`config.mk`:
```
export PLATFORM = sky130hd
export DESIGN_NAME = cdsg_fifo
export DESIGN_NICKNAME = d
export VERILOG_FILES = /design/src/hdl/cdsg_pkg.sv /design/src/hdl/cdsg_fifo.sv
export SDC_FILE = /design/constraint.sdc
export NUM_CORES = 1
export LEC_CHECK = 0
export BUFFER_PORTS_ARGS = -buffer_cell sky130_fd_sc_hd__buf_2
export CAP_MARGIN = 20
export CORE_ASPECT_RATIO = 0.7
export CORE_MARGIN = 1.5
export CORE_UTILIZATION = 57
export DETAILED_ROUTE_END_ITERATION = 7
export PLACE_DENSITY = 0.8
export SLEW_MARGIN = 25
export SYNTH_ARGS = -nofsm -noshare
export SYNTH_HDL_FRONTEND = slang
export SYNTH_SLANG_ARGS = --single-unit
export TNS_END_PERCENT = 1
```
`constraint.sdc`:
```
create_clock -name clk -period 4.1 [get_ports clk]
set_input_delay 1.025 -clock clk [delete_from_list [all_inputs] [get_ports clk]]
set_output_delay 1.025 -clock clk [all_outputs]
set_load 0.1 [all_outputs]
```
`src/hdl/cdsg_pkg.sv`:
```
// Shared types, constants and the exp2 constant table for the density splat grid.
`timescale 1ns / 1ps
package cdsg_pkg;

  localparam int IDX_W  = 16;  // widest cell index (256 x 256 grid)
  localparam int W_W    = 17;  // weight, Q16, up to 1.0
  localparam int DV_W   = 26;  // weighted velocity, Q16 style sum increment
  localparam int DEN_W  = 32;
  localparam int SUM_W  = 40;
  localparam int QDEPTH = 4;   // command queue depth, power of two

  typedef enum logic [1:0] {
    OP_CLEAR = 2'd0,
    OP_SPLAT = 2'd1,
    OP_READ  = 2'd2,
    OP_NONE  = 2'd3
  } opcode_t;

  typedef enum logic [1:0] {
    CMD_CLEAR,
    CMD_ADD,
    CMD_READ
  } cmd_kind_t;

  typedef struct packed {
    cmd_kind_t                kind;
    logic                     hit;   // read cell lies inside the grid
    logic [IDX_W-1:0]         idx;
    logic [W_W-1:0]           w;
    logic signed [DV_W-1:0]   dvx;
    logic signed [DV_W-1:0]   dvy;
  } cmd_t;

  typedef enum logic [2:0] {
    F_IDLE,
    F_LOG,
    F_CELL,
    F_MUL,
    F_EXP,
    F_WGT,
    F_SCALE,
    F_PUSH
  } front_state_t;

  typedef enum logic [2:0] {
    B_CLEAR,
    B_IDLE,
    B_ADD,
    B_RDATA,
    B_DIVSET,
    B_DIV,
    B_DEND,
    B_OUT
  } back_state_t;

  typedef logic [29:0] exp_tab_t [17];

  function automatic logic [63:0] isqrt64(input logic [63:0] n);
    logic [63:0] r;
    logic [63:0] b;
    logic [63:0] nn;
    r  = 64'd0;
    b  = 64'd1 << 62;
    nn = n;
    for (int j = 0; j < 32; j++) begin
      if (b > nn) b = b >> 2;
    end
    for (int j = 0; j < 32; j++) begin
      if (b != 64'd0) begin
        if (nn >= r + b) begin
          nn = nn - (r + b);
          r  = (r >> 1) + b;
        end else begin
          r = r >> 1;
        end
        b = b >> 2;
      end
    end
    return r;
  endfunction

  // c[k] = 2^(-2^-k) in Q30, each entry the floored root of the one before
  function automatic exp_tab_t build_exp_tab();
    exp_tab_t t;
    t[0] = 30'd1 << 29;
    for (int k = 1; k < 17; k++) begin
      t[k] = 30'(isqrt64({34'd0, t[k-1]} << 30));
    end
    return t;
  endfunction

  localparam exp_tab_t EXP_C = build_exp_tab();

endpackage

```
`src/hdl/cdsg_fifo.sv`:
```
// Short command queue between the front classifier and the grid back end.
`timescale 1ns / 1ps
module cdsg_fifo (
  input  logic          clk,
  input  logic          rst,
  input  logic          wr,
  input  cdsg_pkg::cmd_t wdata,
  output logic          full,
  input  logic          rd,
  output cdsg_pkg::cmd_t rdata,
  output logic          valid
);
  import cdsg_pkg::*;

  localparam int PW = $clog2(QDEPTH);

  cmd_t          slot [QDEPTH];
  logic [PW-1:0] wptr;
  logic [PW-1:0] rptr;
  logic [PW:0]   count;

  assign full  = (count == (PW+1)'(QDEPTH));
  assign valid = (count != '0);
  assign rdata = slot[rptr];

  always_ff @(posedge clk) begin
    if (rst) begin
      wptr  <= '0;
      rptr  <= '0;
      count <= '0;
    end else begin
      if (wr && !full) begin
        wptr <= wptr + 1'b1;
      end
      if (rd && valid) begin
        rptr <= rptr + 1'b1;
      end
      if ((wr && !full) && !(rd && valid)) begin
        count <= count + 1'b1;
      end else if (!(wr && !full) && (rd && valid)) begin
        count <= count - 1'b1;
      end
    end
  end

  always_ff @(posedge clk) begin
    if (wr && !full) begin
      slot[wptr] <= wdata;
    end
  end

endmodule

```
; Word-level counts from Yosys, hierarchy flattened
; Memory sizes are Yosys's and may differ from the RTL's. A register that Yosys moved wholly into a read port is not among the register bits.
; Index checks and enable logic that the tools add are counted.
[word_totals]
elab_cells = 24
out_inout_bits = 90
ram_bits = 352
inputBits = 92
memories = 1
register_bits = 7
[mem_list]
columns = name, depth, width, read_ports, rd_ports_with_merged_regs, write_ports, line
row1 = slot, 4, 88, 1, 1, 1, cdsg_fifo.sv:17  ; cmd_t slot [QDEPTH];
[classes]
eq_ne = 1
n_mux = 6
addsub = 4
n_reduce_logical = 9
[ops]
columns = op, count
row1 = $mux 3, 2
row2 = $add 2x1->2 const B, 2
row3 = $logic_and 1x1->1, 4
row4 = $mux 2, 2
row5 = $add 3x1->3 const B, 1
row6 = $eq 3x3->1 const B, 1
row7 = $logic_not 1->1, 3
row8 = $reduce_bool 3->1, 1
row9 = $sub 3x1->3 const B, 1
row10 = $mux 1, 2
row11 = $reduce_bool 2->1, 1

; Depth between registers and ports, before layout
; Gate-level depths: netlist (run 1).
[logic_depth]
ltp_word = 7
depth_mapped = 8
ltp_nobuf = 8

; Worst setup path after synthesis (run 1)
; Ideal clock, no wire load.
[synth_timing]
path_type = register to register
startpoint = register count[2]
endpoint = memory slot[0][0] (netlist name) (enable)
synth_period_minus_slack_ps = 4990
slack_ps = -890
required_time_ps = 3449
path_stages_with_launch = 4
path_buffers = 0
t_arrival_ps = 4338
setup_ps = 651
path_cell_list = dfxtp_1 -> nor3b_1 -> nor2_1 -> and2_1
[synth_via]
elab_chain_cells = 5
[synth_rtl]
columns = item, line
row1 = from (decl), cdsg_fifo.sv:20  ; logic [PW:0] count;
row2 = from (signal assigned), cdsg_fifo.sv:39  ; count <= count + 1'b1;
row3 = from (signal assigned), cdsg_fifo.sv:41  ; count <= count - 1'b1;
row4 = $eq 3x3->1, cdsg_fifo.sv:22  ; assign full = (count == (PW+1)'(QDEPTH));
row5 = via full, cdsg_fifo.sv:8  ; output logic full,
row6 = $logic_not 1->1, cdsg_fifo.sv:47  ; if (wr && !full) begin
row7 = $logic_and 1x1->1, cdsg_fifo.sv:47
row8 = $mux 1, cdsg_fifo.sv:47
row9 = $mux 1 (implied by the code), cdsg_fifo.sv:48  ; slot[wptr] <= wdata;
row10 = to (decl), cdsg_fifo.sv:17
; The timed path passes the listed nets, and every way through them passes these cells.

==> flow_summary_export.csv, run 1 <==
group,metric,value,unit
status,run_status,"complete, no violations",
floorplanning,fp.dieArea,24000,um^2
sta,fin_worst_hold_slack,537,ps
grt,grt_antenna_before_repair,8,
critical_path,timing.critical_path.depth,3,
clocking,clkTransAtPathRegs,70,ps
sta,timing.final.crit_share,85.6,%
routing,vias_per_cell,5.65,
placement,hpwl,14900,um
critical_path,critical_path.max_stage_delay,620,ps
sta,max_clock_freq,0.285,GHz
min_path,whs_path_depth,2,
routing,routed-via-count,5964,
clocking,cts.path.max_buffers,3,
critical_path,cp_data_arrival_time,2480,ps
placement,dpl_cell_area,14500,um^2
synthesis,synth-compound-area-share,0.276,%
final_layout,postLayoutCellArea,15500,um^2
grt,track_usage,20.2,%
placement,port-buffer-count,181,
synthesis,avgSynthCellArea,25.9,um^2
floorplanning,dieWidth,185,um
grt,grt_max_degree,45,
critical_path,critPathCaptureType,"primary output",
floorplanning,io_pins,182,
synthesis,post_synthesis_xor_xnor_area_fraction,0.267,%
critical_path,critPathLaunchType,"flop",
placement,gp_routability_congestion,0.740,
min_path,min_path_type,"flop to flop",
clocking,post_cts_resize_count,0,
critical_path,critical_path.cell_chain,"buf_12, mux4_2, buf_2",
critical_path,critPathRequiredTime,3070,ps
final_layout,fillCellCount,1351,
clocking,number_of_sinks_handled_by_clock_tree_synthesis,361,
synthesis,postSynthCellCount,508,
routing,antenna_violating_nets_post_route,0,
clocking,h-tree-depth,1,
floorplanning,initial_core_util,58.1,%
final_layout,nNetsFinal,812,
routing,drt-pass1-iter-count,4,
grt,grt_pass1_vias,6183,
sta,finalSetupViolCount,0,
routing,wirelength,23800,um
synthesis,synthMuxAreaShare,15.2,%
clocking,cts_buf_count,31,
synthesis,ys_ff_latch,361,
critical_path,worstPathBufferInverterCount,2,
critical_path,timing.reg2reg.worst_path_depth,8,
sta,max_slew.worst_pin.slew,642,ps
sta,unrepaired_setup_endpoints_after_global_routing,"no",
synthesis,synth_top_family_by_area,"multiplexers",
floorplanning,die-height,130,um
critical_path,slowest_stage,"sky130_fd_sc_hd__dfxtp_4",
sta,timing.clock.skew,19.7,ps
sta,final_hold_viol_count,0,
synthesis,netlist_area_before_placement,13100,um^2
critical_path,timing.setup.critical_path_class,"flop to primary output",
synthesis,synth-seq-area-share,81.8,%
clocking,post-cts-setup-buffers,0,
critical_path,timing.critical_path.fanout_max,42,
sta,final-max-slew-violation-count,0,
routing,drt-wirelength-per-cell,22.6,um
sta,normalized_max_slew_margin,57.2,%
synthesis,synth_simple_gate_area_share,0.657,%
grt,gr-total-overflow,0,
clocking,cts_tree,"done",
clocking,clk_latency,550,ps
critical_path,cp_top_family,"buffers and inverters",
job,cap_viol_max_count,0,
sta,fin_tns_setup,0,ps
clocking,cts_root_buf,"sky130_fd_sc_hd__clkbuf_16",
sta,post-route-min-period,3510,ps
synthesis,yosys.area_share.adder,0.628,%
final_layout,syn_to_final_growth,18.2,%
final_layout,fraction_of_layout_instances_using_a_drive_strength_above_1,45.6,%
grt,grt_first_pass_wirelength,35800,um
clocking,postCtsHoldBufs,0,
routing,drc_errors,0,
floorplanning,std_cell_rows,46,
floorplanning,placeableCoreArea,22600,um^2
routing,drt_iter0_markers,391,
synthesis,netlist-cell-type-count,22,
synthesis,synth_fp_nets,606,
synthesis,warnings_from_yosys,0,
==> Yosys cell counts, drive strengths merged <==
library cell  count  share of area, %
xor2              4              0.27
buf              14              0.85
nor2              6              0.17
dfxtp             9               1.4
fa                1              0.15
o21ai             2             0.076
edfxtp          352                80
and2              4              0.19
ha                5              0.48
mux2i             2              0.15
nor3b             1             0.057
clkbuf            7              0.20
a21oi             2             0.076
o311ai            1             0.067
nand2b            2             0.095
or3               3              0.14
mux4             88                15
o31ai             1             0.057
inv               4              0.11
==> per-stage QoR <==
step                utilization (%)  instances  setup slack [ps]
floorplan                         -        508               236
global placement               64.1        993              1140
detailed placement             64.1        993              1100
CTS                            68.7       1051               532
global route                   68.7       1051               433
finish                         68.7       1056               592
==> routing by layer <==
layer / routed length (um) / track usage (%) / vias up / share of wire, %
li1: - / - / 2591 / -
met1: 9810 / 28.6 / 3087 / 41
met2: 11200 / 31.4 / 239 / 47
met3: 2440 / 6.98 / 39 / 10
met4: 328 / 3.86 / 8 / 1.4
met5: 53 / 0 / - / 0.22
==> flip-flops by register name (all words and copies together) (netlist names), named ones only <==
register	flops
rptr	2
slot	352
wptr	2
count	3
==> worst min-delay path: cells and delay by family (launching register included) <==
kind	cells	cell delay, ps
compound gates	2	150
flops	1	340
==> final timing paths <==
kind	start	endpoint	slack (ps)
worst max-delay path	flop	rdata[81]	590
worst min-delay path	count[2]$_SDFFE_PP0P_	count[2]$_SDFFE_PP0P_	540
worst max register to register	count[0]$_SDFFE_PP0P_	count[2]$_SDFFE_PP0P_	1690
worst min register to register	count[2]$_SDFFE_PP0P_	count[2]$_SDFFE_PP0P_	540
==> cells in the final DEF, fill, tap and decap left out, types with 6 or more instances in the layout <==
cell,count
sky130_fd_sc_hd__edfxtp_1,352
sky130_fd_sc_hd__buf_2,181
sky130_fd_sc_hd__mux4_2,88
sky130_fd_sc_hd__clkbuf_16,31
sky130_fd_sc_hd__clkinv_2,10
sky130_fd_sc_hd__dfxtp_1,7
sky130_fd_sc_hd__buf_4,7
sky130_fd_sc_hd__nor2_1,6
sky130_fd_sc_hd__buf_12,6
==> layout make-up <==
type                    count  area [um^2]  area share, %
diodes                      5         12.5         0.0805
clock buffers              36          795           5.11
clock inverters            22          236           1.52
inverters                   4         15.0         0.0966
multi-input cells         122         2260           14.5
flip-flops and latches    361        10800           69.2
well taps                 312          390           2.51
repair buffers            194         1080           6.94
==> cell families (layout without fill, tap and decap cells) <==
family                   after synthesis  count (layout)
other                                  0               5
adder cells (fa/ha/maj)                6               6
AND/OR/NAND/NOR                       16              16
flip-flops                           361             361
AO/OA/AOI/OAI                          6               6
XOR/XNOR                               4               4
multiplexers                          90              90
buffers and inverters                 25             256
Power of run 1 is left out: the tool's default activity adds up to more than one toggle a clock period on the data nets, which glitch-free logic cannot reach.
==> run 2: changes to the inputs <==
--- a/config.mk
+++ b/config.mk
@@ -5,6 +5,7 @@
 export SDC_FILE = /design/constraint.sdc
 export NUM_CORES = 1
 export LEC_CHECK = 0
+export ABC_AREA = 1
 export BUFFER_PORTS_ARGS = -buffer_cell sky130_fd_sc_hd__buf_2
 export CAP_MARGIN = 20
 export CORE_ASPECT_RATIO = 0.7
==> constraint.sdc (replaced) <==
create_clock -name clk -period 3.9 [get_ports clk]
set_input_delay 0.975 -clock clk [delete_from_list [all_inputs] [get_ports clk]]
set_output_delay 0.975 -clock clk [all_outputs]
set_load 0.1 [all_outputs]
==> flow_summary_export.csv, run 2 <==
group,metric,value,unit
status,run_status,"complete, no violations",
routing,drt-wirelength-per-cell,20.3,um
power,power_density,898,nW/um^2
final_layout,multi_input_area,2370,um^2
critical_path,timing.reg2reg.setup_slack,1650,ps
synthesis,synthTopCellsByArea,"sky130_fd_sc_hd__edfxtp_1 78%, sky130_fd_sc_hd__nor2_1 5.3%, sky130_fd_sc_hd__o21ai_0 4.5%",
synthesis,netlist_top_cells_count,"352 x sky130_fd_sc_hd__edfxtp_1, 190 x sky130_fd_sc_hd__nor2_1, 122 x sky130_fd_sc_hd__o21ai_0, 88 x sky130_fd_sc_hd__o22ai_1, 55 x sky130_fd_sc_hd__o21ai_1",
critical_path,worstReg2RegStart,"count[0]$_SDFFE_PP0P_",
final_layout,syn_to_final_growth,26.8,%
sta,max_clock_freq,0.300,GHz
floorplanning,fp.dieArea,24600,um^2
routing,drt-pass1-iter-count,5,
synthesis,avgSynthCellArea,14.7,um^2
critical_path,critPathLaunchType,"flop",
final_layout,finalCoreUtilization,74.6,%
sta,final-max-slew-violation-count,0,
clocking,cts.path.max_buffers,3,
final_layout,most-common-layout-cells,"352 x sky130_fd_sc_hd__edfxtp_1, 186 x sky130_fd_sc_hd__nor2_1, 122 x sky130_fd_sc_hd__o21ai_0, 93 x sky130_fd_sc_hd__buf_2, 93 x sky130_fd_sc_hd__buf_12",
synthesis,yosys.area_share.adder,0.612,%
synthesis,post_synthesis_xor_xnor_area_fraction,0.0650,%
synthesis,warnings_from_yosys,0,
sta,final_hold_viol_count,0,
placement,port-buffer-count,181,
sta,post-route-min-period,3330,ps
synthesis,synth_simple_gate_area_share,5.91,%
critical_path,timing.critical_path.fanout_max,49,
job,cap_viol_max_count,0,
grt,grt_pass1_vias,8215,
synthesis,main_flop_type_after_synthesis,"sky130_fd_sc_hd__edfxtp_1",
final_layout,nNetsFinal,1195,
final_layout,postLayoutCellArea,17100,um^2
floorplanning,placeableCoreArea,22900,um^2
placement,dpl_cell_area,16000,um^2
clocking,post-cts-setup-buffers,0,
final_layout,top_regs,"slot x352, count x3",
routing,antenna_violating_nets_post_route,0,
final_layout,largest_register,"slot",
synthesis,netlist_area_before_placement,13500,um^2
routing,vias_per_cell,5.76,
sta,max_slew.worst_pin.slew,755,ps
synthesis,ys_ff_latch,361,
sta,finalSetupViolCount,0,
synthesis,share_of_synthesized_flip_flops_with_an_asynchronous_set_or_reset,0,%
clocking,clkTransAtPathRegs,60,ps
synthesis,synth_edf_count,352,
sta,fin_worst_hold_slack,511,ps
min_path,min_path_type,"flop to flop",
synthesis,synthMuxAreaShare,0,%
grt,grt_antenna_before_repair,7,
synthesis,synth_top_cell_by_area,"sky130_fd_sc_hd__edfxtp_1",
grt,gr-total-overflow,0,
grt,track_usage,23.6,%
synthesis,post-synth-top-count-cell,"sky130_fd_sc_hd__edfxtp_1",
routing,drc_errors,0,
final_layout,non_filler_instance_count_after_layout,1433,
critical_path,critPathRequiredTime,2920,ps
min_path,whs_path_depth,2,
clocking,post_cts_resize_count,0,
routing,wirelength,29100,um
synthesis,synth_top_family_by_area,"compound AO/OA/AOI/OAI gates",
synthesis,postSynthCellCount,919,
critical_path,timing.reg2reg.worst_path_depth,9,
synthesis,netlist.area_leader.share,78.4,%
critical_path,cp_data_arrival_time,2350,ps
synthesis,synth-compound-area-share,10.8,%
critical_path,critPathCaptureType,"primary output",
sta,unrepaired_setup_endpoints_after_global_routing,"no",
critical_path,critical_path.reg2reg.endpoint,"count[1]$_SDFFE_PP0P_",
synthesis,netlist-cell-type-count,22,
clocking,cts_buf_count,34,
placement,hpwl,16400,um
sta,normalized_max_slew_margin,49.6,%
clocking,number_of_sinks_handled_by_clock_tree_synthesis,361,
sta,timing.final.crit_share,85.4,%
final_layout,largest_reg_flops,352,
clocking,clk_latency,510,ps
final_layout,fraction_of_layout_instances_using_a_drive_strength_above_1,22.5,%
synthesis,synth-seq-area-share,79.7,%
floorplanning,io_pins,182,
clocking,postCtsHoldBufs,0,
placement,gp_routability_congestion,0.711,
grt,grt_first_pass_wirelength,44600,um
critical_path,critical_path.endpoint,"rdata[62]",
routing,drt_iter0_markers,723,
power,power.ir.vdd_worst,0.743,mV
floorplanning,initial_core_util,58.9,%
floorplanning,dieWidth,187,um
clocking,cts_root_buf,"sky130_fd_sc_hd__clkbuf_16",
floorplanning,std_cell_rows,46,
placement,placed_cells_incl_taps,1373,
final_layout,fillCellCount,1377,
grt,grt_max_degree,177,
power,p_leak,0.00604,uW
final_layout,mostFrequentLayoutCell,"sky130_fd_sc_hd__edfxtp_1",
clocking,h-tree-depth,2,
critical_path,timing.setup.critical_path_class,"flop to primary output",
final_layout,final-seq-area,10800,um^2
floorplanning,die-height,132,um
synthesis,synth_fp_nets,1017,
power,totalPowerFinal,15300,uW
sta,timing.clock.skew,10.0,ps
routing,routed-via-count,8257,
clocking,cts_tree,"done",
-- run 2: changes by cell type in the layout (fill, tap and decap cells not counted), moves of 5 or more --
cell,change
sky130_fd_sc_hd__mux4_2,-88
sky130_fd_sc_hd__inv_1,+11
sky130_fd_sc_hd__o21ai_0,+120
sky130_fd_sc_hd__buf_2,-88
sky130_fd_sc_hd__nor2_1,+180
sky130_fd_sc_hd__o22ai_1,+88
sky130_fd_sc_hd__buf_12,+87
sky130_fd_sc_hd__clkbuf_16,+6
sky130_fd_sc_hd__clkinv_2,-6
sky130_fd_sc_hd__o21ai_1,+55
sky130_fd_sc_hd__nand2_1,+15
sky130_fd_sc_hd__buf_4,+5
-- run 2: area by class of cell --
cell class                      count  share of cell area, %
Sequential cell                   361                   62.9
Timing Repair Buffer              198                   14.1
Multi-Input combinational cell    485                   13.9
Clock buffer                       46                   5.61
Tap cell                          312                   2.28
Clock inverter                     11                  0.754
Inverter                           17                  0.388
Antenna cell                        3                 0.0439
-- run 2: worst max-delay path, cell delays in order, from the launching register on --
cell and delay (ps):
sky130_fd_sc_hd__dfxtp_4 360, sky130_fd_sc_hd__inv_4 420, sky130_fd_sc_hd__buf_4 420, sky130_fd_sc_hd__nor2_1 90
sky130_fd_sc_hd__o22ai_1 310, sky130_fd_sc_hd__buf_12 220
-- run 2: power by group --
group          internal, uW  switching [uW]  leakage [uW]
Sequential             4720             110       0.00330
Clock                  1920            1330      0.000529
Combinational          2170            5110       0.00221
Total                  8800            6540       0.00604
-- run 2: through the flow --
stage / setup TNS [ps] / setup WS, ps
2_1_floorplan: -488550 / -1390
3_3_place_gp: 0 / 1170
3_5_place_dp: 0 / 1140
4_1_cts: 0 / 562
5_1_grt: 0 / 454
6_report: 0 / 571
-- run 2: routing by layer --
| metal | global-route usage [%] | vias to the layer above | share of wire (%) |
|---|---|---|---|
| met4 | 6.23 | 8 | 1.8 |
| met3 | 6.20 | 55 | 8.7 |
| li1 | - | 3801 | - |
| met1 | 31.7 | 4049 | 40 |
| met2 | 38.6 | 344 | 49 |
| met5 | 0 | - | 0.17 |
-- run 2: logic make-up (layout without fill, tap and decap cells) --
family | count (synthesis) | in the layout
XOR/XNOR | 1 | 1
adder cells (fa/ha/maj) | 6 | 6
AND/OR/NAND/NOR | 210 | 210
flip-flops | 361 | 361
other | 0 | 3
AO/OA/AOI/OAI | 268 | 268
buffers and inverters | 73 | 272
-- run 2: worst min-delay path by stage --
stage | endpoint | from | slack [ps]
finish | flop | rptr[1]$_SDFFE_PP0P_ | 510
global route | flop | rptr[1]$_SDFFE_PP0P_ | 550
CTS | flop | rptr[1]$_SDFFE_PP0P_ | 510
detailed placement | flop | rptr[1]$_SDFFE_PP0P_ | 510
global placement | flop | rptr[0]$_SDFFE_PP0P_ | 480
floorplan | flop | rptr[1]$_SDFFE_PP0P_ | 460
No activity file was read; power rests on OpenSTA's default activity.
